==> config.mk <==
export PLATFORM = sky130hd
export DESIGN_NAME = c_token_dfa_lexer
export DESIGN_NICKNAME = d
export VERILOG_FILES = /design/src/hw/rtl/clt_pkg.sv /design/src/hw/rtl/clt_step.sv /design/src/hw/rtl/clt_fifo.sv /design/src/hw/rtl/c_token_dfa_lexer.sv
export SDC_FILE = /design/constraint.sdc
export NUM_CORES = 1
export LEC_CHECK = 0
export BUFFER_PORTS_ARGS = -buffer_cell sky130_fd_sc_hd__buf_2
export CELL_PAD_IN_SITES_DETAIL_PLACEMENT = 1
export CELL_PAD_IN_SITES_GLOBAL_PLACEMENT = 1
export CORE_UTILIZATION = 45
export CTS_CLUSTER_DIAMETER = 80
export DETAILED_ROUTE_END_ITERATION = 8
export HOLD_SLACK_MARGIN = 0.05
export PLACE_DENSITY_LB_ADDON = 0.1
export SLEW_MARGIN = 20
export SYNTH_ARGS = -nofsm -noshare
export SYNTH_HDL_FRONTEND = slang
export SYNTH_SLANG_ARGS = --single-unit
==> constraint.sdc <==
create_clock -name clk -period 8.5 [get_ports clk]
set_input_delay 2.55 -clock clk [delete_from_list [all_inputs] [get_ports clk]]
set_output_delay 2.55 -clock clk [all_outputs]
set_load 0.02 [all_outputs]
==> src/hw/rtl/clt_pkg.sv <==
// ----------------------------------------------------------------------------
// clt_pkg: shared types, state codes and lookup functions
// Holds the result and step types, the DFA state codes and the character
// class and transition functions used by the C token lexer.
// ----------------------------------------------------------------------------
package clt_pkg;

  // DFA state codes; 49 and 50 are unused.
  typedef enum logic [5:0] {
    ST_START = 6'd0, ST_F, ST_FO, ST_FOR, ST_W, ST_WH, ST_WHI, ST_WHIL, ST_WHILE,
    ST_I, ST_IF, ST_E, ST_EL, ST_ELS, ST_ELSE, ST_IDENT,
    ST_PLUS, ST_INC, ST_PLUS_EQ, ST_MINUS, ST_DEC, ST_MINUS_EQ, ST_STAR, ST_STAR_EQ,
    ST_SLASH, ST_SLASH_EQ, ST_ASSIGN, ST_EQ, ST_GT, ST_GE, ST_SHR, ST_LT, ST_LE,
    ST_SHL, ST_BANG, ST_NE, ST_BOR, ST_LOR, ST_OR_EQ, ST_BAND, ST_LAND, ST_AND_EQ,
    ST_XOR, ST_XOR_EQ, ST_LPAREN, ST_LBRACE, ST_RPAREN, ST_RBRACE, ST_SPACE,
    ST_NUM = 6'd51, ST_NUM_SP, ST_ERROR
  } dfa_state_t;

  // Byte that acts as end of stream.
  localparam logic [7:0] CH_EOS = 8'd255;

  // Default depth of the result queue.
  localparam int FIFO_DEPTH = 4;

  // One result item.
  typedef struct packed {
    logic [5:0] state_code;
    logic       is_final;
  } result_t;

  // Transition outcome of a non-START state.
  typedef struct packed {
    logic       bt;
    logic [5:0] state;
  } adv_t;

  // Everything one character produces.
  typedef struct packed {
    logic [1:0] count;
    result_t    res0;
    result_t    res1;
    logic [5:0] state;
    logic       started;
  } step_t;

  // Status of the result queue seen by the top level.
  typedef struct packed {
    logic room;
    logic empty;
  } fifo_status_t;

  function automatic logic is_digit(input logic [7:0] c);
    return (c >= "0") && (c <= "9");
  endfunction

  function automatic logic is_alpha(input logic [7:0] c);
    return ((c >= "a") && (c <= "z")) || ((c >= "A") && (c <= "Z"));
  endfunction

  // State reached from START on one character.
  function automatic logic [5:0] from_start(input logic [7:0] c);
    logic [5:0] s;
    case (c) inside
      "f":      s = ST_F;
      "w":      s = ST_W;
      "i":      s = ST_I;
      "e":      s = ST_E;
      "+":      s = ST_PLUS;
      "-":      s = ST_MINUS;
      "*":      s = ST_STAR;
      "/":      s = ST_SLASH;
      "=":      s = ST_ASSIGN;
      ";", ",": s = ST_START;
      ">":      s = ST_GT;
      "<":      s = ST_LT;
      "!":      s = ST_BANG;
      "|":      s = ST_BOR;
      "&":      s = ST_BAND;
      "^":      s = ST_XOR;
      "(":      s = ST_LPAREN;
      "{":      s = ST_LBRACE;
      ")":      s = ST_RPAREN;
      "}":      s = ST_RBRACE;
      " ":      s = ST_SPACE;
      default: begin
        if (is_alpha(c) || (c == "_")) begin
          s = ST_IDENT;
        end else if (is_digit(c)) begin
          s = ST_NUM;
        end else begin
          s = ST_START;
        end
      end
    endcase
    return s;
  endfunction

  // Next state of a state other than START, or a backtrack request.
  function automatic adv_t advance(input logic [5:0] s, input logic [7:0] c);
    adv_t r;
    r.bt    = 1'b1;
    r.state = ST_START;
    case (s) inside
      ST_F:    if (c == "o") r = '{bt: 1'b0, state: ST_FO};
      ST_FO:   if (c == "r") r = '{bt: 1'b0, state: ST_FOR};
      ST_W:    if (c == "h") r = '{bt: 1'b0, state: ST_WH};
      ST_WH:   if (c == "i") r = '{bt: 1'b0, state: ST_WHI};
      ST_WHI:  if (c == "l") r = '{bt: 1'b0, state: ST_WHIL};
      ST_WHIL: if (c == "e") r = '{bt: 1'b0, state: ST_WHILE};
      ST_I:    if (c == "f") r = '{bt: 1'b0, state: ST_IF};
      ST_E:    if (c == "l") r = '{bt: 1'b0, state: ST_EL};
      ST_EL:   if (c == "s") r = '{bt: 1'b0, state: ST_ELS};
      ST_ELS:  if (c == "e") r = '{bt: 1'b0, state: ST_ELSE};
      ST_IDENT: begin
        if (is_alpha(c) || is_digit(c) || (c == "_")) r = '{bt: 1'b0, state: ST_IDENT};
      end
      ST_PLUS: begin
        if (c == "+") r = '{bt: 1'b0, state: ST_INC};
        else if (c == "=") r = '{bt: 1'b0, state: ST_PLUS_EQ};
      end
      ST_MINUS: begin
        if (c == "-") r = '{bt: 1'b0, state: ST_DEC};
        else if (c == "=") r = '{bt: 1'b0, state: ST_MINUS_EQ};
      end
      ST_STAR:   if (c == "=") r = '{bt: 1'b0, state: ST_STAR_EQ};
      ST_SLASH:  if (c == "=") r = '{bt: 1'b0, state: ST_SLASH_EQ};
      ST_ASSIGN: if (c == "=") r = '{bt: 1'b0, state: ST_EQ};
      ST_GT: begin
        if (c == "=") r = '{bt: 1'b0, state: ST_GE};
        else if (c == ">") r = '{bt: 1'b0, state: ST_SHR};
      end
      ST_LT: begin
        if (c == "=") r = '{bt: 1'b0, state: ST_LE};
        else if (c == "<") r = '{bt: 1'b0, state: ST_SHL};
      end
      ST_BANG: if (c == "=") r = '{bt: 1'b0, state: ST_NE};
      ST_BOR: begin
        if (c == "|") r = '{bt: 1'b0, state: ST_LOR};
        else if (c == "=") r = '{bt: 1'b0, state: ST_OR_EQ};
      end
      ST_BAND: begin
        if (c == "&") r = '{bt: 1'b0, state: ST_LAND};
        else if (c == "=") r = '{bt: 1'b0, state: ST_AND_EQ};
      end
      ST_XOR:   if (c == "=") r = '{bt: 1'b0, state: ST_XOR_EQ};
      ST_SPACE: if (c == " ") r = '{bt: 1'b0, state: ST_SPACE};
      ST_NUM: begin
        if (is_digit(c)) begin
          r = '{bt: 1'b0, state: ST_NUM};
        end else if (c == " ") begin
          r = '{bt: 1'b0, state: ST_NUM_SP};
        end else if (is_alpha(c) || (c == "(") || (c == "{") || (c == "[") ||
                     (c == "=") || (c == "_")) begin
          r = '{bt: 1'b0, state: ST_ERROR};
        end
      end
      ST_NUM_SP: begin
        if (is_digit(c) || (c == "=")) r = '{bt: 1'b0, state: ST_ERROR};
      end
      ST_FOR, ST_WHILE, ST_IF, ST_ELSE, ST_INC, ST_PLUS_EQ, ST_DEC, ST_MINUS_EQ,
      ST_STAR_EQ, ST_SLASH_EQ, ST_EQ, ST_GE, ST_SHR, ST_LE, ST_SHL, ST_NE,
      ST_LOR, ST_OR_EQ, ST_LAND, ST_AND_EQ, ST_XOR_EQ, ST_LPAREN, ST_LBRACE,
      ST_RPAREN, ST_RBRACE: r.bt = 1'b1;
      // The error trap and unused codes hold their value.
      default: r = '{bt: 1'b0, state: s};
    endcase
    return r;
  endfunction

endpackage

==> src/hw/rtl/clt_step.sv <==
// ----------------------------------------------------------------------------
// clt_step: per-character transition logic
// Works out the next DFA state and the zero, one or two result items that
// one character produces, including the backtrack to START.
// ----------------------------------------------------------------------------
module clt_step (
  input  logic [7:0]      ch,
  input  logic            end_of_stream,
  input  logic [5:0]      state,
  input  logic            started,
  output clt_pkg::step_t  step
);

  clt_pkg::adv_t adv;
  logic [5:0]    restart;

  assign adv     = clt_pkg::advance(state, ch);
  assign restart = clt_pkg::from_start(ch);

  // Select the results and the state that the character leaves behind.
  always_comb begin
    step.count   = 2'd0;
    step.res0    = '{state_code: clt_pkg::ST_START, is_final: 1'b0};
    step.res1    = '{state_code: restart, is_final: 1'b0};
    step.state   = state;
    step.started = 1'b1;
    if (end_of_stream || (ch == clt_pkg::CH_EOS)) begin
      // Final report, then back to the reset state.
      step.count   = 2'd1;
      step.res0    = '{state_code: state, is_final: 1'b1};
      step.state   = clt_pkg::ST_START;
      step.started = 1'b0;
    end else if (state == clt_pkg::ST_START) begin
      step.state = restart;
      step.res0  = '{state_code: restart, is_final: 1'b0};
      if (!started || (restart != clt_pkg::ST_START)) begin
        step.count = 2'd1;
      end
    end else if (adv.bt) begin
      // Report START, then rerun the character from START.
      step.state = restart;
      if (restart != clt_pkg::ST_START) begin
        step.count = 2'd2;
      end else begin
        step.count = 2'd1;
      end
    end else begin
      step.state = adv.state;
      step.res0  = '{state_code: adv.state, is_final: 1'b0};
      if (!started || (adv.state != state)) begin
        step.count = 2'd1;
      end
    end
  end

endmodule

==> src/hw/rtl/clt_fifo.sv <==
// ----------------------------------------------------------------------------
// clt_fifo: result queue
// Small register queue that takes up to two results per cycle and hands
// out one per output request from a registered head entry.
// ----------------------------------------------------------------------------
module clt_fifo #(
  parameter int DEPTH = clt_pkg::FIFO_DEPTH
) (
  input  logic                  clk,
  input  logic                  rst_n,
  input  logic [1:0]            push_n,
  input  clt_pkg::result_t      push0,
  input  clt_pkg::result_t      push1,
  input  logic                  out_ready,
  output clt_pkg::result_t      head,
  output clt_pkg::fifo_status_t status
);

  localparam int PTR_W = (DEPTH > 1) ? $clog2(DEPTH) : 1;
  localparam int CNT_W = $clog2(DEPTH + 1);

  clt_pkg::result_t mem_r [DEPTH];
  logic [PTR_W-1:0] wr_ptr_r, wr_ptr_nxt, rd_ptr_r, rd_ptr_nxt;
  logic [PTR_W-1:0] wr_p1, wr_p2;
  logic [CNT_W-1:0] count_r, count_nxt;
  logic             pop;

  function automatic logic [PTR_W-1:0] ptr_inc(input logic [PTR_W-1:0] p);
    if (p == PTR_W'(DEPTH - 1)) begin
      return '0;
    end
    return p + 1'b1;
  endfunction

  assign wr_p1 = ptr_inc(wr_ptr_r);
  assign wr_p2 = ptr_inc(wr_p1);
  assign pop   = out_ready && (count_r != '0);

  // Pointer and fill count updates.
  always_comb begin
    case (push_n)
      2'd1:    wr_ptr_nxt = wr_p1;
      2'd2:    wr_ptr_nxt = wr_p2;
      default: wr_ptr_nxt = wr_ptr_r;
    endcase
    rd_ptr_nxt = pop ? ptr_inc(rd_ptr_r) : rd_ptr_r;
    count_nxt  = count_r + CNT_W'(push_n) - CNT_W'(pop);
  end

  always_ff @(posedge clk) begin
    if (!rst_n) begin
      wr_ptr_r <= '0;
      rd_ptr_r <= '0;
      count_r  <= '0;
    end else begin
      wr_ptr_r <= wr_ptr_nxt;
      rd_ptr_r <= rd_ptr_nxt;
      count_r  <= count_nxt;
    end
  end

  // Entry storage, no reset needed.
  always_ff @(posedge clk) begin
    if (push_n != 2'd0) begin
      mem_r[wr_ptr_r] <= push0;
    end
    if (push_n == 2'd2) begin
      mem_r[wr_p1] <= push1;
    end
  end

  assign head         = mem_r[rd_ptr_r];
  assign status.empty = (count_r == '0);
  assign status.room  = (count_r <= CNT_W'(DEPTH - 2));

endmodule

==> src/hw/rtl/c_token_dfa_lexer.sv <==
// ----------------------------------------------------------------------------
// c_token_dfa_lexer: C token lexer DFA
// Takes one character per request, runs the 52-state lexer automaton and
// reports every change of state, plus a final report at end of stream.
// ----------------------------------------------------------------------------
// Throughput: one character per cycle while the result queue has room; the
// output side drains one result per cycle while out_ready is high, so a
// backtrack that yields two results costs the queue a slot. The input
// stalls while the result queue has fewer than two free entries.
// Reset: synchronous active-low rst_n returns the DFA to START, clears the
// trace-started flag and empties the input stage and the result queue.
module c_token_dfa_lexer #(
  parameter int FIFO_DEPTH = clt_pkg::FIFO_DEPTH
) (
  input  logic       clk,
  input  logic       rst_n,
  input  logic       in_valid,
  output logic       in_ready,
  input  logic [7:0] in_ch,
  input  logic       in_end_of_stream,
  output logic       out_valid,
  input  logic       out_ready,
  output logic [5:0] out_state_code,
  output logic       out_is_final
);

  logic                  stg_vld_r, stg_vld_nxt;
  logic [7:0]            stg_ch_r;
  logic                  stg_eos_r;
  clt_pkg::dfa_state_t   dfa_state_r;
  logic                  started_r;
  logic                  fire;
  logic [1:0]            push_n;
  clt_pkg::step_t        step;
  clt_pkg::result_t      head;
  clt_pkg::fifo_status_t fstat;

  // The staged character moves on once the queue has room for two results.
  assign fire        = stg_vld_r && fstat.room;
  assign in_ready    = !stg_vld_r || fire;
  assign stg_vld_nxt = in_ready ? in_valid : stg_vld_r;
  assign push_n      = fire ? step.count : 2'd0;

  // Input stage control and DFA state.
  always_ff @(posedge clk) begin
    if (!rst_n) begin
      stg_vld_r   <= 1'b0;
      dfa_state_r <= clt_pkg::ST_START;
      started_r   <= 1'b0;
    end else begin
      stg_vld_r <= stg_vld_nxt;
      if (fire) begin
        dfa_state_r <= clt_pkg::dfa_state_t'(step.state);
        started_r   <= step.started;
      end
    end
  end

  // Input stage payload.
  always_ff @(posedge clk) begin
    if (in_valid && in_ready) begin
      stg_ch_r  <= in_ch;
      stg_eos_r <= in_end_of_stream;
    end
  end

  clt_step u_step (
    .ch            (stg_ch_r),
    .end_of_stream (stg_eos_r),
    .state         (dfa_state_r),
    .started       (started_r),
    .step          (step)
  );

  clt_fifo #(
    .DEPTH (FIFO_DEPTH)
  ) u_fifo (
    .clk       (clk),
    .rst_n     (rst_n),
    .push_n    (push_n),
    .push0     (step.res0),
    .push1     (step.res1),
    .out_ready (out_ready),
    .head      (head),
    .status    (fstat)
  );

  assign out_valid      = !fstat.empty;
  assign out_state_code = head.state_code;
  assign out_is_final   = head.is_final;

  // Codes 49, 50 and above ERROR are never entered.
  a_state_legal : assert property (@(posedge clk) disable iff (!rst_n)
    (dfa_state_r <= clt_pkg::ST_SPACE) ||
    ((dfa_state_r >= clt_pkg::ST_NUM) && (dfa_state_r <= clt_pkg::ST_ERROR)))
    else $error("DFA entered an unused state code");

  // Before the first report the DFA must still be in START.
  a_start_before_trace : assert property (@(posedge clk) disable iff (!rst_n)
    !started_r |-> (dfa_state_r == clt_pkg::ST_START))
    else $error("DFA left START without starting the trace");

  // End of stream returns the DFA to its reset state.
  a_eos_resets : assert property (@(posedge clk) disable iff (!rst_n)
    (fire && (stg_eos_r || (stg_ch_r == clt_pkg::CH_EOS)))
    |=> ((dfa_state_r == clt_pkg::ST_START) && !started_r))
    else $error("End of stream did not reset the DFA");

  // A staged character that cannot move on holds its value.
  a_stage_holds : assert property (@(posedge clk) disable iff (!rst_n)
    (stg_vld_r && !fire) |=> (stg_vld_r && $stable(stg_ch_r) && $stable(stg_eos_r)))
    else $error("Stalled input stage lost its character");

endmodule

==> results of run 1 <==
-- sequential cells by signal, indices dropped and copies added, names as in the netlist, named ones only --
signal           flops
stg_vld_r            1
dfa_state_r          6
u_fifo.rd_ptr_r      2
stg_ch_r             8
u_fifo.wr_ptr_r      2
u_fifo.mem_r        28
u_fifo.count_r       3
stg_eos_r            1
started_r            1
-- stage by stage --
| step | total power [mW] | hold WS [ps] | utilization [%] | cells |
|---|---|---|---|---|
| 2_1_floorplan | 0.597 | 432 | - | 652 |
| 3_3_place_gp | 0.692 | 455 | 47.6 | 774 |
| 3_5_place_dp | 0.705 | 470 | 47.6 | 774 |
| 4_1_cts | 0.914 | 482 | 48.8 | 782 |
| 5_1_grt | 0.960 | 508 | 48.8 | 782 |
| 6_report | 0.916 | 481 | 48.8 | 782 |
-- layer usage --
| metal | part of all wire [%] | wire [microns] | vias up |
|---|---|---|---|
| met5 | 0 | 0 | - |
| met4 | 2.5 | 503 | 0 |
| met3 | 9.4 | 1900 | 41 |
| met2 | 44 | 8850 | 300 |
| met1 | 44 | 8860 | 2681 |
| li1 | - | - | 2469 |
-- where the power goes --
group	switching, mW	internal (mW)	total (mW)
Clock	0.0981	0.110	0.208
Sequential	0.0427	0.312	0.355
Combinational	0.223	0.130	0.353
Total	0.364	0.552	0.916
-- cells by family (layout without fill, tap and decap cells) --
logic type	after synthesis	after routing	share of synthesized area, %
compound gates	204	204	28.7
xor+xnor	6	6	1.00
fa+ha+maj	11	11	2.77
buf+inv	75	62	5.51
flops	54	54	26.9
mux	11	11	3.77
simple gates	291	291	31.4
-- final cells by class --
cell class | count | area [sq um] | share of cell area, %
Timing Repair Buffer | 32 | 188 | 3.38
Sequential cell | 54 | 1410 | 25.4
Clock buffer | 6 | 129 | 2.32
Inverter | 22 | 82.6 | 1.49
Multi-Input combinational cell | 523 | 3550 | 63.9
Tap cell | 143 | 179 | 3.22
Clock inverter | 2 | 12.5 | 0.225
-- worst register-to-register path, delay by kind of cell, from the launching register on --
kind,cells,cell delay [ps]
and+or+nand+nor,7,2340
AOI/OAI and AO/OA,5,1630
DFF,1,880
adders and majority gates,1,250
-- cell usage in the layout (no fill, tap or decap), types with 6 or more instances in the layout --
master,count
a211o_1,7
a211oi_1,6
a21oi_1,32
a22o_1,6
a31o_1,12
a31oi_1,13
a32o_1,12
and2_1,16
buf_2,21
buf_4,11
dfxtp_1,21
edfxtp_1,33
ha_1,10
inv_1,22
mux4_2,7
nand2_1,56
nand2b_1,18
nand3_1,28
nor2_1,61
nor2b_1,23
nor3_1,17
nor3b_1,6
nor4bb_1,6
o2111ai_1,7
o211ai_1,7
o21ai_0,23
o21ai_1,6
-- worst paths after layout --
kind / cells after the start / slack, ps / endpoint
worst max-delay path: 13 / 3060 / u_fifo.mem_r[2][4]
worst min-delay path: 2 / 480 / u_fifo.mem_r[2][0]
worst max register to register: 13 / 3060 / u_fifo.mem_r[2][4]
worst min register to register: 2 / 480 / u_fifo.mem_r[2][0]
==> run_results.csv, run 1 <==
group,metric,value,unit
placement,io_buffers,21,
detailed_routing,vias,5491,
clock_network,cts-buffers-inserted,5,
setup_path,cp_slowest_cell,"edfxtp_1",
cells_and_area,fillerInstances,1411,
sta,skew,7.11,ps
yosys,ys_top_cells_by_count,"61 x nor2_1, 56 x nand2_1, 42 x clkbuf_1",
yosys,seq_area_frac_synth,26.9,%
grt,grt_max_degree,45,
grt,grt_pass1_vias,5254,
die,start_util,46.2,%
yosys,avgSynthCellArea,8.05,sq um
clock_network,htreeDepth,2,
placement,preCtsSetupSlack,3260,ps
setup_path,start_kind,"flop",
detailed_routing,drt_iter0_drc,668,
cells_and_area,area.growth.synth_to_final,5.74,%
yosys,yosys_warnings,0,
grt,grt_usage,34.0,%
flow_run,drv_cap,0,
clock_network,cts_hold_buf,0,
yosys,synth_cell_types,83,
clock_network,cts_root_buf,"clkbuf_16",
die,core-area,0.0114,sq mm
clock_network,clk_pin_slew,70,ps
setup_path,crit_fanout,25,
sta,hold_violations,0,
clock_network,post_cts_buffers,0,
yosys,synth_edf_count,33,
detailed_routing,wirelength,20100,microns
setup_path,arrival,5430,ps
grt,antenna_found_initial,0,
sta,worstMarginPinSlew,978,ps
sta,fmax,0.184,GHz
cells_and_area,final_area,0.00555,sq mm
setup_path,required,8490,ps
power_and_ir_drop,p_per_area,165,mW/mm^2
setup_path,worst-path-buf-inv,0,
grt,grt.busiest_layer,"met2",
yosys,synth_top_area_share,18.9,%
yosys,synthTopCellsByArea,"edfxtp_1 19%, dfxtp_1 8.0%, nor2_1 4.4%, nand2_1 4.0%, a21oi_1 3.1%",
grt,grt_pass1_wl,30200,microns
sta,maxSlewHeadroom,33.1,%
sta,rsz0062_at_grt,"no",
yosys,ys_dominant_reg_cell,"edfxtp_1",
detailed_routing,drt.antenna.violating_nets,0,
clock_network,cts.sink_count,54,
die,die_h,110,microns
yosys,syn_nets,676,
detailed_routing,firstDrtPassIters,6,
sta,layout_setup_ws,3060,ps
setup_path,path_class,"flop to flop",
sta,report.final.slew_viol_count,0,
placement,post-dp-hpwl,15000,microns
yosys,ys_seq_elements,54,
setup_path,crit_top_cell,"a2111oi_0",
setup_path,critPathLaunch,"stg_ch_r[1]",
die,die-area,0.0121,sq mm
detailed_routing,drcViolationCount,0,
yosys,synth_cells,652,
power_and_ir_drop,ir_drop,0.000149,V
power_and_ir_drop,p_leak,2.02,nW
yosys,synth.most_common_cell,"nor2_1",
sta,tns,0,ps
clock_network,clock_latency,310,ps
cells_and_area,num_antenna_cells,0,
setup_path,crit_family,"simple AND/OR/NAND/NOR gates",
die,rows,39,
cells_and_area,fin_nets,662,
cells_and_area,drive_gt1_share,10.5,%
sta,period_minus_slack,5440,ps
sta,setup_violations,0,
grt,gr-total-overflow,0,
setup_path,end_kind,"flop",
setup_path,worstPathCellList,"nor2_1 > a311oi_1 > a2111oi_0 > or2_1 > a2111oi_0 > nor2b_1 > or4_1 > nor3_4 > a21boi_1 > o21ai_1 > ha_1 > nand2_1 > nand2b_1",
grt,use_met1,48.9,%
yosys,syn_area,0.00525,sq mm
yosys,synth-async-reset-ratio,0,%
setup_path,r2r-start,"stg_ch_r[1]",
yosys,synth_top_area_cell,"edfxtp_1",
sta,fin_crit_sh,64.0,%
grt,grtUsageMet2,50.8,%
clock_network,post_cts_resized,0,
worst_hold_path,min_path_type,"flop to flop",
placement,place_area,0.00541,sq mm
setup_path,slowest_delay,880,ps
clock_network,cts_tree,"done",
die,ios,22,
placement,globalplace.congestion,0.961,
die,die_x,110,microns
grt,met3_usage,6.53,%
clock_network,cts.path.max_buffers,2,
detailed_routing,vias_per_cell,7.02,
detailed_routing,routedWlPerCell,25.7,microns
worst_hold_path,worstHoldStart,"u_fifo.mem_r[2][0]",
outcome,status,"finished clean",
Power figures use the tool's default switching activity.
==> run 2, diff against run 1 <==
==> constraint.sdc (replaced) <==
create_clock -name clk -period 5.05 [get_ports clk]
set_input_delay 1.515 -clock clk [delete_from_list [all_inputs] [get_ports clk]]
set_output_delay 1.515 -clock clk [all_outputs]
set_load 0.02 [all_outputs]
==> run_results.csv, run 2 (synthesis results as in run 1) <==
group,metric,value,unit
die,die_x,110,microns
detailed_routing,drt_iter0_drc,558,
die,ios,22,
sta,layout_setup_ws,202,ps
grt,gr-total-overflow,0,
setup_path,worstPathCellList,"nand4bb_1 > nor2_1 > a2111oi_1 > or2_1 > a2111oi_0 > nor2b_1 > or4_1 > nor3_4 > a21boi_1 > o21ai_1 > ha_1 > nand2_1 > and2_1 > a32o_1",
placement,globalplace.congestion,0.976,
clock_network,clock_latency,310,ps
cells_and_area,mostFrequentLayoutCells,"61 x nor2_1, 56 x nand2_1, 52 x buf_4",
sta,hold_violations,0,
cells_and_area,top_register,"u_fifo.mem_r",
detailed_routing,met2_length,9250,microns
setup_path,critPathLaunch,"stg_ch_r[4]",
clock_network,post_cts_resized,0,
clock_network,cts.sink_count,54,
grt,grt_max_degree,25,
power_and_ir_drop,p_leak,2.25,nW
power_and_ir_drop,ir_drop,0.000217,V
setup_path,crit_family,"simple AND/OR/NAND/NOR gates",
setup_path,worst-path-stages,14,
flow_run,drv_cap,0,
detailed_routing,vias_per_cell,6.88,
placement,io_buffers,21,
clock_network,cts-buffers-inserted,5,
setup_path,slowest_delay,690,ps
setup_path,start_kind,"flop",
setup_path,crit_fanout,18,
grt,grt_usage,35.1,%
detailed_routing,drcViolationCount,0,
worst_hold_path,min_path_type,"flop to flop",
detailed_routing,routedWlPerCell,25.1,microns
clock_network,cts_hold_buf,0,
setup_path,ff2ff_path_depth,14,
setup_path,r2r_slack,200,ps
cells_and_area,drive_gt1_share,16.2,%
setup_path,worstSetupEndpoint,"u_fifo.mem_r[1][6]",
sta,period_minus_slack,4850,ps
setup_path,end_kind,"flop",
sta,setup_violations,0,
clock_network,cts_root_buf,"clkbuf_16",
outcome,status,"finished clean",
setup_path,worstReg2RegEnd,"u_fifo.mem_r[1][6]",
clock_network,htreeDepth,2,
grt,grt_pass1_wl,31300,microns
die,core-area,0.0114,sq mm
detailed_routing,vias,5667,
grt,grt_pass1_vias,5482,
sta,tns,0,ps
sta,worstMarginPinSlew,1090,ps
sta,report.final.slew_viol_count,0,
setup_path,cp_slowest_cell,"edfxtp_1",
detailed_routing,routed.top_layer,"met4",
setup_path,worst-path-buf-inv,0,
detailed_routing,drt.antenna.violating_nets,0,
sta,maxSlewHeadroom,27.3,%
sta,fin_crit_sh,96.0,%
setup_path,path_class,"flop to flop",
placement,post-dp-hpwl,16100,microns
detailed_routing,wl_met3,1930,microns
clock_network,post_cts_buffers,0,
cells_and_area,fillerInstances,1386,
cells_and_area,layout_commonest_cell,"nor2_1",
die,die-area,0.0121,sq mm
placement,dp_cells,816,
sta,skew,6.32,ps
grt,antenna_found_initial,0,
detailed_routing,wl_met1,8930,microns
setup_path,r2r-start,"stg_ch_r[4]",
detailed_routing,wirelength,20700,microns
cells_and_area,area.growth.synth_to_final,12.3,%
detailed_routing,firstDrtPassIters,5,
clock_network,cts.path.max_buffers,2,
sta,fin_hold_ws,465,ps
setup_path,arrival,4910,ps
cells_and_area,finalNonFillerCells,824,
cells_and_area,final_area,0.00589,sq mm
clock_network,cts_tree,"done",
placement,preCtsSetupSlack,372,ps
die,rows,39,
cells_and_area,reg.largest.list,"u_fifo.mem_r (28), stg_ch_r (8), dfa_state_r (6)",
power_and_ir_drop,p_per_area,270,mW/mm^2
cells_and_area,num_antenna_cells,0,
cells_and_area,fin_nets,704,
clock_network,clk_pin_slew,80,ps
sta,rsz0062_at_grt,"no",
cells_and_area,largest_reg_flops,28,
die,start_util,46.2,%
sta,fmax,0.206,GHz
die,die_h,110,microns
setup_path,required,5110,ps
placement,place_area,0.00574,sq mm
## run 2: cell types whose count changed in the layout (fill, tap and decap cells not counted), sizes merged
cell,before,now
buf,32,74
## run 2: worst register-to-register path, stage by stage (launching register included)
cell and delay (ps):
edfxtp_1 690, nand4bb_1 450, nor2_1 290, a2111oi_1 160, or2_1 330, a2111oi_0 620, nor2b_1 110, or4_1 590
nor3_4 210, a21boi_1 110, o21ai_1 140, ha_1 220, nand2_1 130, and2_1 260, a32o_1 300
## run 2: layout make-up
cell class,count,area (sq um),share of cell area [%]
Inverter,22,82.6,1.40
Clock inverter,2,15.0,0.255
Multi-Input combinational cell,523,3550,60.2
Clock buffer,6,139,2.36
Sequential cell,54,1410,24.0
Timing Repair Buffer,74,515,8.75
Tap cell,143,179,3.04
## run 2: metrics by stage
stage	utilization (%)	total power, mW
floorplan	-	1.00
global placement	50.5	1.19
detailed placement	50.5	1.21
CTS	51.8	1.58
global route	51.8	1.67
finish	51.8	1.59
## run 2: power breakdown
part	internal, mW	leakage (nW)	switching (mW)
logic	0.242	1.67	0.380
clock network	0.200	0.0778	0.174
registers	0.525	0.500	0.0697
## run 2: per-layer routing
metal	vias to the layer above	global-route usage (%)
li1	2552	-
met1	2797	48.7
met2	278	54.3
met3	40	7.52
met4	0	10.7
met5	-	0
## run 2: worst min-delay path by stage
| stage | from | to | slack, ps | cells after the start |
|---|---|---|---|---|
| final | u_fifo.mem_r[2][0] | u_fifo.mem_r[2][0] | 470 | 2 |
| after floorplan | u_fifo.mem_r[2][0] | u_fifo.mem_r[2][0] | 430 | 2 |
| after CTS | u_fifo.mem_r[2][0] | u_fifo.mem_r[2][0] | 470 | 2 |
| after detailed placement | u_fifo.mem_r[2][0] | u_fifo.mem_r[2][0] | 460 | 2 |
| after global routing | u_fifo.mem_r[2][0] | u_fifo.mem_r[2][0] | 480 | 2 |
| after global placement | u_fifo.mem_r[2][0] | u_fifo.mem_r[2][0] | 440 | 2 |
